File: src/rtl/atss_pkg.sv
// Shared constants, digit codes and helpers of the temperature display core.
`timescale 1ns / 1ps
package atss_pkg;

  localparam int unsigned SAMPLE_BITS_DEF = 12;
  localparam int unsigned FILT_W          = 12;
  localparam int unsigned THR_W           = 14;
  localparam int unsigned SEG_W           = 8;
  localparam int unsigned T_W             = 14;

  localparam logic [THR_W-1:0] THR_RESET = 14'd300;

  // FIR taps, symmetric
  localparam int unsigned TAP_OUTER  = 10;
  localparam int unsigned TAP_INNER  = 15;
  localparam int unsigned TAP_CENTER = 50;
  localparam longint unsigned FIR_DIV = 100;

  // tenths conversion: (MUL*v + OFF) / DIV
  localparam longint unsigned C_MUL = 50;
  localparam longint unsigned C_OFF = 3124962;
  localparam longint unsigned C_DIV = 12500;
  localparam longint unsigned F_MUL = 450;
  localparam longint unsigned F_OFF = 48124658;
  localparam longint unsigned F_DIV = 62500;

  localparam longint unsigned TENTHS_MAX = 9999;

  localparam logic [SEG_W-1:0] SEG_BLANK   = 8'hFF;
  localparam logic [SEG_W-1:0] SEG_DP_MASK = 8'h7F;

  // active-low segment code, bit0 = A, bit7 = point
  function automatic logic [SEG_W-1:0] seg_code(input logic [3:0] d);
    logic [SEG_W-1:0] s;
    case (d)
      4'd0:    s = 8'hC0;
      4'd1:    s = 8'hF9;
      4'd2:    s = 8'hA4;
      4'd3:    s = 8'hB0;
      4'd4:    s = 8'h99;
      4'd5:    s = 8'h92;
      4'd6:    s = 8'h82;
      4'd7:    s = 8'hF8;
      4'd8:    s = 8'h80;
      4'd9:    s = 8'h98;
      default: s = SEG_BLANK;
    endcase
    return s;
  endfunction

  // low four bits of 10*x
  function automatic logic [3:0] times10_lo(input logic [3:0] x);
    logic [3:0] r;
    r = {x[0], 3'b000} + {x[2:0], 1'b0};
    return r;
  endfunction

endpackage

File: src/rtl/adc_temperature_seven_segment_core.sv
// Filtered ADC temperature to four-digit seven-segment codes, six-stage pipeline.
// A request moves through the stage registers in order and is held wherever an output stall stops it.
// Throughput: one request per cycle; only the output handshake can stall the pipe,
// and empty stages collapse, so a request is taken whenever any slot ahead is free.
// Reset: asynchronous, active low; clears the delay line, valid bits, threshold = 300.
`timescale 1ns / 1ps
module adc_temperature_seven_segment_core #(
  parameter int unsigned SAMPLE_BITS = atss_pkg::SAMPLE_BITS_DEF
) (
  input  logic                         clk_i,
  input  logic                         rst_ni,
  // sample request channel
  input  logic                         in_valid_i,
  output logic                         in_ready_o,
  input  logic [SAMPLE_BITS-1:0]       sample_i,
  input  logic                         sample_ok_i,
  input  logic                         unit_fahrenheit_i,
  // result channel
  output logic                         out_valid_o,
  input  logic                         out_ready_i,
  output logic [atss_pkg::FILT_W-1:0]  filtered_value_o,
  output logic [atss_pkg::SEG_W-1:0]   seg_thousands_o,
  output logic [atss_pkg::SEG_W-1:0]   seg_hundreds_o,
  output logic [atss_pkg::SEG_W-1:0]   seg_ones_o,
  output logic [atss_pkg::SEG_W-1:0]   seg_tenths_o,
  output logic                         over_temperature_o,
  output logic                         display_valid_o,
  // threshold write channel
  input  logic                         cfg_valid_i,
  output logic                         cfg_ready_o,
  input  logic [atss_pkg::THR_W-1:0]   cfg_data_i
);

  // Pipeline:
  //   stage 0  FIR sum of the new sample and the delay line (shift-add taps)
  //   stage 1  divide by 100 through a reciprocal multiply
  //   stage 2  Celsius / Fahrenheit numerators, alarm compare against threshold
  //   stage 3  divide numerators through reciprocal multiplies, select, saturate
  //   stage 4  tenths value divided by 10, 100 and 1000 (reciprocal multiplies)
  //   stage 5  digit extraction in 4-bit arithmetic, segment lookup, output register
  // Every constant division uses m = ceil(2^k / d) with k = n + clog2(d),
  // exact for all n-bit dividends.

  localparam int unsigned STAGES = 6;
  localparam int unsigned T_W    = atss_pkg::T_W;

  localparam longint unsigned SMAX = (64'd1 << SAMPLE_BITS) - 64'd1;

  // FIR sum < 128 * 2^SAMPLE_BITS
  localparam int unsigned SUM_W  = SAMPLE_BITS + 7;
  localparam int unsigned K100   = SUM_W + $clog2(atss_pkg::FIR_DIV);
  localparam longint unsigned M100 =
    ((64'd1 << K100) + atss_pkg::FIR_DIV - 64'd1) / atss_pkg::FIR_DIV;
  localparam int unsigned P100_W = K100 + SAMPLE_BITS;

  // Celsius numerator and its reciprocal
  localparam longint unsigned CN_MAX = atss_pkg::C_MUL * SMAX + atss_pkg::C_OFF;
  localparam int unsigned CN_W = $clog2(CN_MAX + 64'd1);
  localparam int unsigned KC   = CN_W + $clog2(atss_pkg::C_DIV);
  localparam longint unsigned MC =
    ((64'd1 << KC) + atss_pkg::C_DIV - 64'd1) / atss_pkg::C_DIV;
  localparam int unsigned QC_W = CN_W - $clog2(atss_pkg::C_DIV) + 2;
  localparam int unsigned PC_W = KC + QC_W;

  // Fahrenheit numerator and its reciprocal
  localparam longint unsigned FN_MAX = atss_pkg::F_MUL * SMAX + atss_pkg::F_OFF;
  localparam int unsigned FN_W = $clog2(FN_MAX + 64'd1);
  localparam int unsigned KF   = FN_W + $clog2(atss_pkg::F_DIV);
  localparam longint unsigned MF =
    ((64'd1 << KF) + atss_pkg::F_DIV - 64'd1) / atss_pkg::F_DIV;
  localparam int unsigned QF_W = FN_W - $clog2(atss_pkg::F_DIV) + 2;
  localparam int unsigned PF_W = KF + QF_W;

  localparam int unsigned EXT_W = QC_W + QF_W + T_W;
  localparam int unsigned CMP_W = CN_W + atss_pkg::THR_W + $clog2(atss_pkg::C_DIV);

  // digit split of the 14-bit tenths value
  localparam longint unsigned D10   = 10;
  localparam longint unsigned D100  = 100;
  localparam longint unsigned D1000 = 1000;
  localparam int unsigned K10   = T_W + $clog2(D10);
  localparam int unsigned K100D = T_W + $clog2(D100);
  localparam int unsigned K1000 = T_W + $clog2(D1000);
  localparam longint unsigned M10   = ((64'd1 << K10) + D10 - 64'd1) / D10;
  localparam longint unsigned M100D = ((64'd1 << K100D) + D100 - 64'd1) / D100;
  localparam longint unsigned M1000 = ((64'd1 << K1000) + D1000 - 64'd1) / D1000;
  localparam int unsigned P10_W   = K10 + T_W - $clog2(D10) + 2;
  localparam int unsigned P100D_W = K100D + T_W - $clog2(D100) + 2;
  localparam int unsigned P1000_W = K1000 + T_W - $clog2(D1000) + 2;

  // ---------------------------------------------------------------------------
  // Handshake: a stage advances when it is empty or the stage ahead advances.
  // ---------------------------------------------------------------------------
  logic [STAGES-1:0] vld_q, vld_d;
  logic [STAGES-1:0] adv;
  logic              in_acc;

  always_comb begin
    adv[STAGES-1] = !vld_q[STAGES-1] || out_ready_i;
    for (int k = STAGES - 2; k >= 0; k--) begin
      adv[k] = !vld_q[k] || adv[k+1];
    end
  end

  always_comb begin
    vld_d[0] = adv[0] ? in_valid_i : vld_q[0];
    for (int k = 1; k < STAGES; k++) begin
      vld_d[k] = adv[k] ? vld_q[k-1] : vld_q[k];
    end
  end

  assign in_ready_o  = adv[0];
  assign in_acc      = in_valid_i && in_ready_o;
  assign out_valid_o = vld_q[STAGES-1];
  assign cfg_ready_o = 1'b1;

  logic [SAMPLE_BITS-1:0]       dly_q [4];
  logic [atss_pkg::THR_W-1:0]   thr_q;

  always_ff @(posedge clk_i or negedge rst_ni) begin
    if (!rst_ni) begin
      vld_q <= '0;
      for (int k = 0; k < 4; k++) begin
        dly_q[k] <= '0;
      end
      thr_q <= atss_pkg::THR_RESET;
    end else begin
      vld_q <= vld_d;
      if (in_acc) begin
        // newest first
        dly_q[3] <= dly_q[2];
        dly_q[2] <= dly_q[1];
        dly_q[1] <= dly_q[0];
        dly_q[0] <= sample_i;
      end
      if (cfg_valid_i) begin
        thr_q <= cfg_data_i;
      end
    end
  end

  // ---------------------------------------------------------------------------
  // Stage 0: symmetric FIR sum
  // ---------------------------------------------------------------------------
  logic [SUM_W-1:0] sum_d, sum_q;
  logic             ok0_q, fahr0_q;

  assign sum_d = SUM_W'(atss_pkg::TAP_OUTER) * (SUM_W'(sample_i) + SUM_W'(dly_q[3]))
               + SUM_W'(atss_pkg::TAP_INNER) * (SUM_W'(dly_q[0]) + SUM_W'(dly_q[2]))
               + SUM_W'(atss_pkg::TAP_CENTER) * SUM_W'(dly_q[1]);

  // ---------------------------------------------------------------------------
  // Stage 1: floor(sum / 100)
  // ---------------------------------------------------------------------------
  logic [P100_W-1:0]      p100;
  logic [SAMPLE_BITS-1:0] v1_d, v1_q;
  logic                   ok1_q, fahr1_q;

  assign p100 = P100_W'(sum_q) * P100_W'(M100);
  assign v1_d = p100[K100 +: SAMPLE_BITS];

  // ---------------------------------------------------------------------------
  // Stage 2: numerators and alarm
  // ---------------------------------------------------------------------------
  logic [CN_W-1:0]        cnum_d, cnum_q;
  logic [FN_W-1:0]        fnum_d, fnum_q;
  logic                   over2_d, over2_q;
  logic [SAMPLE_BITS-1:0] v2_q;
  logic                   ok2_q, fahr2_q;

  assign cnum_d  = CN_W'(atss_pkg::C_MUL) * CN_W'(v1_q) + CN_W'(atss_pkg::C_OFF);
  assign fnum_d  = FN_W'(atss_pkg::F_MUL) * FN_W'(v1_q) + FN_W'(atss_pkg::F_OFF);
  // alarm on exact Celsius: strictly above threshold
  assign over2_d = CMP_W'(cnum_d) > (CMP_W'(thr_q) * CMP_W'(atss_pkg::C_DIV));

  // ---------------------------------------------------------------------------
  // Stage 3: tenths, unit select, saturation
  // ---------------------------------------------------------------------------
  logic [PC_W-1:0]        pc;
  logic [PF_W-1:0]        pf;
  logic [EXT_W-1:0]       tq;
  logic [T_W-1:0]         t3_d, t3_q;
  logic                   over3_q, ok3_q;
  logic [SAMPLE_BITS-1:0] v3_q;

  assign pc   = PC_W'(cnum_q) * PC_W'(MC);
  assign pf   = PF_W'(fnum_q) * PF_W'(MF);
  assign tq   = fahr2_q ? EXT_W'(pf[KF +: QF_W]) : EXT_W'(pc[KC +: QC_W]);
  assign t3_d = (tq > EXT_W'(atss_pkg::TENTHS_MAX)) ? T_W'(atss_pkg::TENTHS_MAX)
                                                   : tq[T_W-1:0];

  // ---------------------------------------------------------------------------
  // Stage 4: quotients by 10, 100, 1000; only low nibbles are needed later
  // ---------------------------------------------------------------------------
  logic [P10_W-1:0]       p10;
  logic [P100D_W-1:0]     p100d;
  logic [P1000_W-1:0]     p1000;
  logic [3:0]             q10_q, q100_q, q1000_q, tlo_q;
  logic                   ge100_q, ge1000_q, over4_q, ok4_q;
  logic [SAMPLE_BITS-1:0] v4_q;

  assign p10   = P10_W'(t3_q) * P10_W'(M10);
  assign p100d = P100D_W'(t3_q) * P100D_W'(M100D);
  assign p1000 = P1000_W'(t3_q) * P1000_W'(M1000);

  // ---------------------------------------------------------------------------
  // Stage 5: digits (each below ten, so mod-16 math is exact) and segments
  // ---------------------------------------------------------------------------
  logic [3:0] d_tenths, d_ones, d_tens, d_hund;
  logic [SAMPLE_BITS+atss_pkg::FILT_W-1:0] v_ext;

  assign d_tenths = tlo_q  - atss_pkg::times10_lo(q10_q);
  assign d_ones   = q10_q  - atss_pkg::times10_lo(q100_q);
  assign d_tens   = q100_q - atss_pkg::times10_lo(q1000_q);
  assign d_hund   = q1000_q;
  assign v_ext    = {{atss_pkg::FILT_W{1'b0}}, v4_q};

  // payload registers, no reset
  always_ff @(posedge clk_i) begin
    if (adv[0]) begin
      sum_q   <= sum_d;
      ok0_q   <= sample_ok_i;
      fahr0_q <= unit_fahrenheit_i;
    end
    if (adv[1]) begin
      v1_q    <= v1_d;
      ok1_q   <= ok0_q;
      fahr1_q <= fahr0_q;
    end
    if (adv[2]) begin
      cnum_q  <= cnum_d;
      fnum_q  <= fnum_d;
      over2_q <= over2_d;
      v2_q    <= v1_q;
      ok2_q   <= ok1_q;
      fahr2_q <= fahr1_q;
    end
    if (adv[3]) begin
      t3_q    <= t3_d;
      over3_q <= over2_q;
      v3_q    <= v2_q;
      ok3_q   <= ok2_q;
    end
    if (adv[4]) begin
      q10_q    <= p10[K10 +: 4];
      q100_q   <= p100d[K100D +: 4];
      q1000_q  <= p1000[K1000 +: 4];
      tlo_q    <= t3_q[3:0];
      ge100_q  <= t3_q >= T_W'(D100);
      ge1000_q <= t3_q >= T_W'(D1000);
      over4_q  <= over3_q;
      v4_q     <= v3_q;
      ok4_q    <= ok3_q;
    end
    if (adv[5]) begin
      filtered_value_o   <= v_ext[atss_pkg::FILT_W-1:0];
      seg_thousands_o    <= ge1000_q ? atss_pkg::seg_code(d_hund) : atss_pkg::SEG_BLANK;
      seg_hundreds_o     <= ge100_q ? atss_pkg::seg_code(d_tens) : atss_pkg::SEG_BLANK;
      // point lit on the ones digit
      seg_ones_o         <= atss_pkg::seg_code(d_ones) & atss_pkg::SEG_DP_MASK;
      seg_tenths_o       <= atss_pkg::seg_code(d_tenths);
      over_temperature_o <= over4_q;
      display_valid_o    <= ok4_q;
    end
  end

endmodule

File: config.mk
export PLATFORM = sky130hd
export DESIGN_NAME = adc_temperature_seven_segment_core
export DESIGN_NICKNAME = d
export VERILOG_FILES = /design/src/rtl/atss_pkg.sv /design/src/rtl/adc_temperature_seven_segment_core.sv
export SDC_FILE = /design/constraint.sdc
export NUM_CORES = 2
export LEC_CHECK = 0
export ABC_AREA = 1
export BUFFER_PORTS_ARGS = -buffer_cell sky130_fd_sc_hd__buf_2
export CAP_MARGIN = 20
export CORE_AREA = 2 2 429 218
export DETAILED_ROUTE_END_ITERATION = 8
export DIE_AREA = 0 0 431 220
export PLACE_DENSITY = 0.79
export SLEW_MARGIN = 10
export SYNTH_ARGS = -nofsm -noshare
export SYNTH_HDL_FRONTEND = slang
export SYNTH_SLANG_ARGS = --single-unit
File: constraint.sdc
create_clock -name clk_i -period 6.76 [get_ports clk_i]
set_input_delay 1.352 -clock clk_i [delete_from_list [all_inputs] [get_ports clk_i]]
set_output_delay 1.352 -clock clk_i [all_outputs]
set_load 0.005 [all_outputs]
After elaboration in Yosys (flattened, before gate mapping)
Memory sizes are Yosys's and may differ from the RTL's. A register that Yosys moved wholly into a read port is not among the register bits.
Index checks and enable logic that the tools add are counted.

storage, ports and cells
  flip-flop bits (word level) = 264
  latch bits = 0
  RAM bits = 0
  memory bits (read-only) = 448
  input bits = 33
  output and inout port bits = 49
  logic and storage cells = 90
  memories = 4

operators by class
  add/subtract/negate cells = 12
  multipliers = 12
  divide/modulo/power cells = 0
  order comparisons = 4
  equality and inequality tests = 0
  shift operators = 0
  mux-type cells = 1
  bitwise logic cells = 0
  reductions and logical operators = 15

memory list
  name              depth  bits a word  read ports  clocked after memory_dff  write ports  RTL line        text
  (name not given)  16     7            1           1                         0            atss_pkg.sv:35  case (d)
  (name not given)  16     7            1           1                         0            atss_pkg.sv:35
  (name not given)  16     7            1           1                         0            atss_pkg.sv:35
  (name not given)  16     7            1           1                         0            atss_pkg.sv:35

operators with widths
  kind                    count
  $mul 26x27->53 const B  1
  $mul 22x23->45 const B  1
  $mul 19x20->38 const B  1
  $mul 5x12->17 const A   2
  $gt 22x28->1            1
  $mul 14x14->27 const B  1
  $add 12x12->13          2
  $add 21x26->26 const B  1
  $mul 14x12->26 const B  1
  $mul 14x13->23 const B  1
  $add 18x22->22 const B  1
  $mul 14x15->22 const B  1
  $mul 8x12->20 const A   1
  $add 18x18->19          1
  $add 17x17->18          1
  $mul 4x13->17 const A   1
  $mul 3x13->16 const A   1
  $ge 14x10->1 const B    1
  $ge 14x7->1 const B     1
  $gt 11x14->1 const B    1
  $add 4x4->4             3
  $sub 4x4->4             3
  $mux 11                 1
  $logic_not 1->1         8
  2 further kinds         7

Longest topological paths before layout
  word-level depth = 8
  depth in mapped cells = 32
  gate-level depth less buffers = 32

Worst setup path before layout
OpenSTA, ideal clock, no wires.

  path type = input -> register
  start = input port sample_i[0]
  end = register sum_q[17], data pin
  library setup time = 265 ps
  arrival = 6478 ps
  required time = 6495 ps
  slack = 17 ps
  stages on the path = 25
  buffers on the path = 0
  cells stage by stage = ha_1 > inv_1 > fa_1 > o31ai_1 > xnor2_1 > inv_1 > ha_1 > inv_1 > fa_1 > o21ai_0 > nand2_1 > nand2_1 > xnor2_1 > inv_1 > fa_1 > inv_1 > fa_1 > fa_1 > inv_1 > ha_1 > a21oi_1 > o21ai_0 > a21oi_1 > o21ai_0 > xor2_1

between the ends
  word-level cells in the longest chain between the ends = 4

ends and longest elaborated chain
  item                  RTL line                                   text
  from (decl)           adc_temperature_seven_segment_core.sv:15   input logic [SAMPLE_BITS-1:0] sample_i,
  $add 12x12->13        adc_temperature_seven_segment_core.sv:148  assign sum_d = SUM_W'(atss_pkg::TAP_OUTER) * (SUM_W'(sample_i) + SUM_W'(dly_q[3]))
  $mul 3x13->16         adc_temperature_seven_segment_core.sv:148
  $add 17x17->18        adc_temperature_seven_segment_core.sv:149  + SUM_W'(atss_pkg::TAP_INNER) * (SUM_W'(dly_q[0]) + SUM_W'(dly_q[2]))
  $add 18x18->19        adc_temperature_seven_segment_core.sv:150  + SUM_W'(atss_pkg::TAP_CENTER) * SUM_W'(dly_q[1]);
  via sum_d[17]         adc_temperature_seven_segment_core.sv:145  logic [SUM_W-1:0] sum_d, sum_q;
  to (signal assigned)  adc_temperature_seven_segment_core.sv:221  sum_q <= sum_d;
  to (decl)             adc_temperature_seven_segment_core.sv:145

The timed path passes the listed nets, and every way through them passes these cells.
A chain may end at the register's enable or synchronous reset.

Final worst setup path
  start = register fnum_q[8]
  end = register t3_q[8], data pin

between the ends
  word-level cells in the longest chain between the ends = 3

ends and longest elaborated chain
  item                    RTL line                                   text
  from (decl)             adc_temperature_seven_segment_core.sv:166  logic [FN_W-1:0] fnum_d, fnum_q;
  from (signal assigned)  adc_temperature_seven_segment_core.sv:232  fnum_q <= fnum_d;
  $mul 26x27->53 (*)      adc_temperature_seven_segment_core.sv:187  assign pf = PF_W'(fnum_q) * PF_W'(MF);
  $mux 11 (*)             adc_temperature_seven_segment_core.sv:188  assign tq = fahr2_q ? EXT_W'(pf[KF +: QF_W]) : EXT_W'(pc[KC +: QC_W]);
  via tq[8]               adc_temperature_seven_segment_core.sv:181  logic [EXT_W-1:0] tq;
  $gt 11x14->1            adc_temperature_seven_segment_core.sv:189  assign t3_d = (tq > EXT_W'(atss_pkg::TENTHS_MAX)) ? T_W'(atss_pkg::TENTHS_MAX)
  to (signal assigned)    adc_temperature_seven_segment_core.sv:239  t3_q <= t3_d;
  to (decl)               adc_temperature_seven_segment_core.sv:182  logic [T_W-1:0] t3_d, t3_q;

The timed path passes the listed nets; every way through them passes the cells marked *.

==> key figures <==
Critical path
  – Crit path DAT: 7.01 ns
  – Type of the worst setup path: flip-flop to flip-flop
  – CP Max Fanout: 5
  – Most used cell, CP: nand2_1
  – CP max stage delay: 0.65 ns
  – CP max stage cell: fa_2
  – Startpoint Class: flip-flop
  – CP Cell Sequence: buf_4 -> ha_1 -> inv_1 -> fa_1 -> inv_1 -> fa_1 -> fa_2 -> fa_1 -> fa_1 -> inv_1 -> fa_1 -> inv_1 -> ha_1 -> nand2_1 -> nand2_1 -> a21boi_1 -> o21ai_0 -> nand2_1 -> nand2_1 -> nand2_1 -> nand4_1 -> nand3_1 -> nand2_1
  – Flop-to-flop setup slack: 0.13 ns
  – Worst Path Required: 7.14 ns
  – Crit end category: flip-flop

Synth
  – Post-Syn Area: 54,200 sq um
  – Number of library cell types mapped by synthesis: 51
  – Seq/Total Area, Yosys: 13.3%
  – Synth warnings: 0
  – Synth Instances: 6,190
  – #FFs+latches synth: 252
  – Avg Inst Size Synth: 8.76 sq um

Outcome
  – Status: finished, final reports clean

Global route
  – Initial antenna violation count: 6
  – Largest net degree at the start of global routing: 91
  – Global-route wire length before repair: 237,000 um
  – Global Route Usage Sum: 32.9%
  – Vias in the first global route: 41,134
  – Total congestion overflow: 0

Finish
  – Nets@finish: 8,373
  – Layout cell share with drive strength beyond 1: 6.16%
  – Area Growth Syn to Fin: 7.67%

Floorplan
  – IO Pins: 82
  – DIE WIDTH: 431 um
  – Die Y: 220 um
  – Total die area: 94,800 sq um
  – Initial Utilization: 59.2%
  – Row count: 79
  – Core area: 91,600 sq um

STA
  – Worst Clk Skew: 0.0316 ns
  – Worst-Margin Slew: 1.01 ns
  – Slew margin rel.: 33.0%
  – Final worst-path setup slack: 0.134 ns
  – Fin crit period: 6.63 ns
  – Fin crit share: 98.0%
  – Fmax: 151 MHz
  – Final hold viol count: 0
  – Slew Viols, Final: 0
  – # setup viols final: 0
  – Sum Neg Setup Slack: 0 ns

Placement
  – GPL Wtd Cong: 1.04
  – Dpl ws: -0.541 ns
  – Post-DP HPWL: 137,000 um
  – I/O Buffers: 76

CTS
  – Clock Pin Slew Worst Setup and Hold Paths: 0.09 ns
  – Max Buffers Root-to-Sink: 3
  – Clk_lat worst skew: 0.63 ns
  – CTS buffer count: 27
  – CTS tree: yes
  – CTS Hold Bufs: 0
  – Root Buffer: clkbuf_16
  – Clock sink count: 252
  – H-tree levels: 1

Route
  – Vias per cell: 5.51
  – Drt pass-1 iters: 8
  – Drt wl/cell: 20.2 um
  – Total routed wirelength: 155,000 um
  – ANT nets after route: 0
  – Via count: 42,334
  – Initial drt markers: 4,418
  – DRC viols: 0

Worst hold path
  – Hold crit path type: flip-flop to flip-flop

Job
  – Max-cap viol count: 0
-- placed cells by master (no fill, tap or decap), types with 25 or more instances in the layout --
master,synthesis,routed
edfxtp_1,184,184
o21ai_0,189,186
nor3_1,42,37
nand3_1,171,170
buf_4,9,162
fa_1,721,719
nor2_1,309,305
dfrtp_1,64,64
nand4_1,62,62
o21bai_1,26,25
ha_1,1176,1174
buf_2,4,75
nand2_1,907,902
a21oi_1,293,281
inv_1,1684,1681
clkbuf_16,0,29
xor2_1,98,97
xnor2_1,57,57
-- cells in the mapped netlist, drive strengths merged --
library cell,count,area share (%)
nor2,319,2.3
and2,2,0.023
a21boi,9,0.12
o21bai,26,0.36
or2,17,0.20
o221ai,1,0.016
edfxtp,184,10
nand3,174,1.6
a221oi,1,0.016
nand3b,8,0.11
nor4,11,0.13
inv,1690,12
a211oi,7,0.097
dfrtp,64,3.0
a31oi,13,0.15
nor3b,3,0.042
clkbuf,3,0.021
a21oi,303,2.9
o31ai,5,0.069
mux2,19,0.39
nand4,62,0.72
o21a,8,0.11
o211ai,8,0.11
a21o,21,0.29
dfstp,4,0.19
buf,15,0.22
xor2,99,1.6
o311ai,1,0.016
xnor2,58,0.95
o2111ai,5,0.081
conb,2,0.014
fa,721,27
ha,1176,27
clkinv,1,0.0069
nand2,915,6.4
o21ai,193,1.8
nor3,42,0.39
-- registers in the layout, summed over array words and instances, names as in the netlist, 14 cells and up --
name / cells
fnum_q: 18
dly_q: 48
cnum_q: 20
sum_q: 19
thr_q: 14
-- logic make-up (layout without fill, tap and decap cells) --
group	after synthesis	count (layout)	synth area share, %
XOR/XNOR	157	157	2.58
flip-flops	252	252	13.3
multiplexers	19	19	0.395
AND/OR/NAND/NOR	1553	1553	11.9
buffers and inverters	1709	1980	11.9
other	2	7	0.0138
AO/OA/AOI/OAI	601	601	6.09
adder cells (fa/ha/maj)	1897	1897	53.7
-- worst paths after layout --
kind | end | cells after the start | from
max | t3_q[8] | 23 | fnum_q[8]
min | over3_q | 0 | over2_q
max reg2reg | t3_q[8] | 23 | fnum_q[8]
min reg2reg | over3_q | 0 | over2_q
max in group asynchronous | dly_q[21] | 1 | rst_ni
min in group asynchronous | dly_q[26] | 1 | rst_ni
-- cell type report --
cell class	count	area [sq um]
Sequential cell	252	7230
Multi-Input combinational cell	4232	40700
Timing Repair Buffer	239	1630
Inverter	1691	6350
Tap cell	1215	1520
Clock buffer	30	731
Fill cell	7554	33200
Antenna cell	2	5.00
Clock inverter	20	235
-- metrics by stage --
stage	util (%)	cell area, sq um	hold slack, ns	cells
finish	63.7	58400	0.410	7681
global route	63.7	58400	0.424	7680
CTS	63.4	58100	0.406	7667
detailed placement	62.4	57200	0.405	7617
global placement	62.4	57200	0.402	7617
floorplan	-	54200	0.400	6193
-- routing by layer --
metal | wire (um) | GRT usage, %
met4 | 1800 | 3.78
met5 | 378 | 1.84
met1 | 74600 | 51.9
met2 | 52700 | 38.8
met3 | 25700 | 17.4
-- repair_timing --
item / in CTS / in global routing
resized for setup: 0 / 44
buffers inserted: 0 / 12
endpoints found under the hold margin: 0 / 0
setup endpoints to repair: 0 / 18
-- worst max-delay path, delay by kind of cell, from the launching register on --
family	cells	cell delay, ns
AO/OA/AOI/OAI	2	0.64
adder cells (fa/ha/maj)	8	4.07
buffers and inverters	5	0.46
flip-flops	1	0.50
AND/OR/NAND/NOR	8	0.70
Power is not shown: default switching activity piles up to over one toggle a cycle in this logic, so the estimate is an artifact.
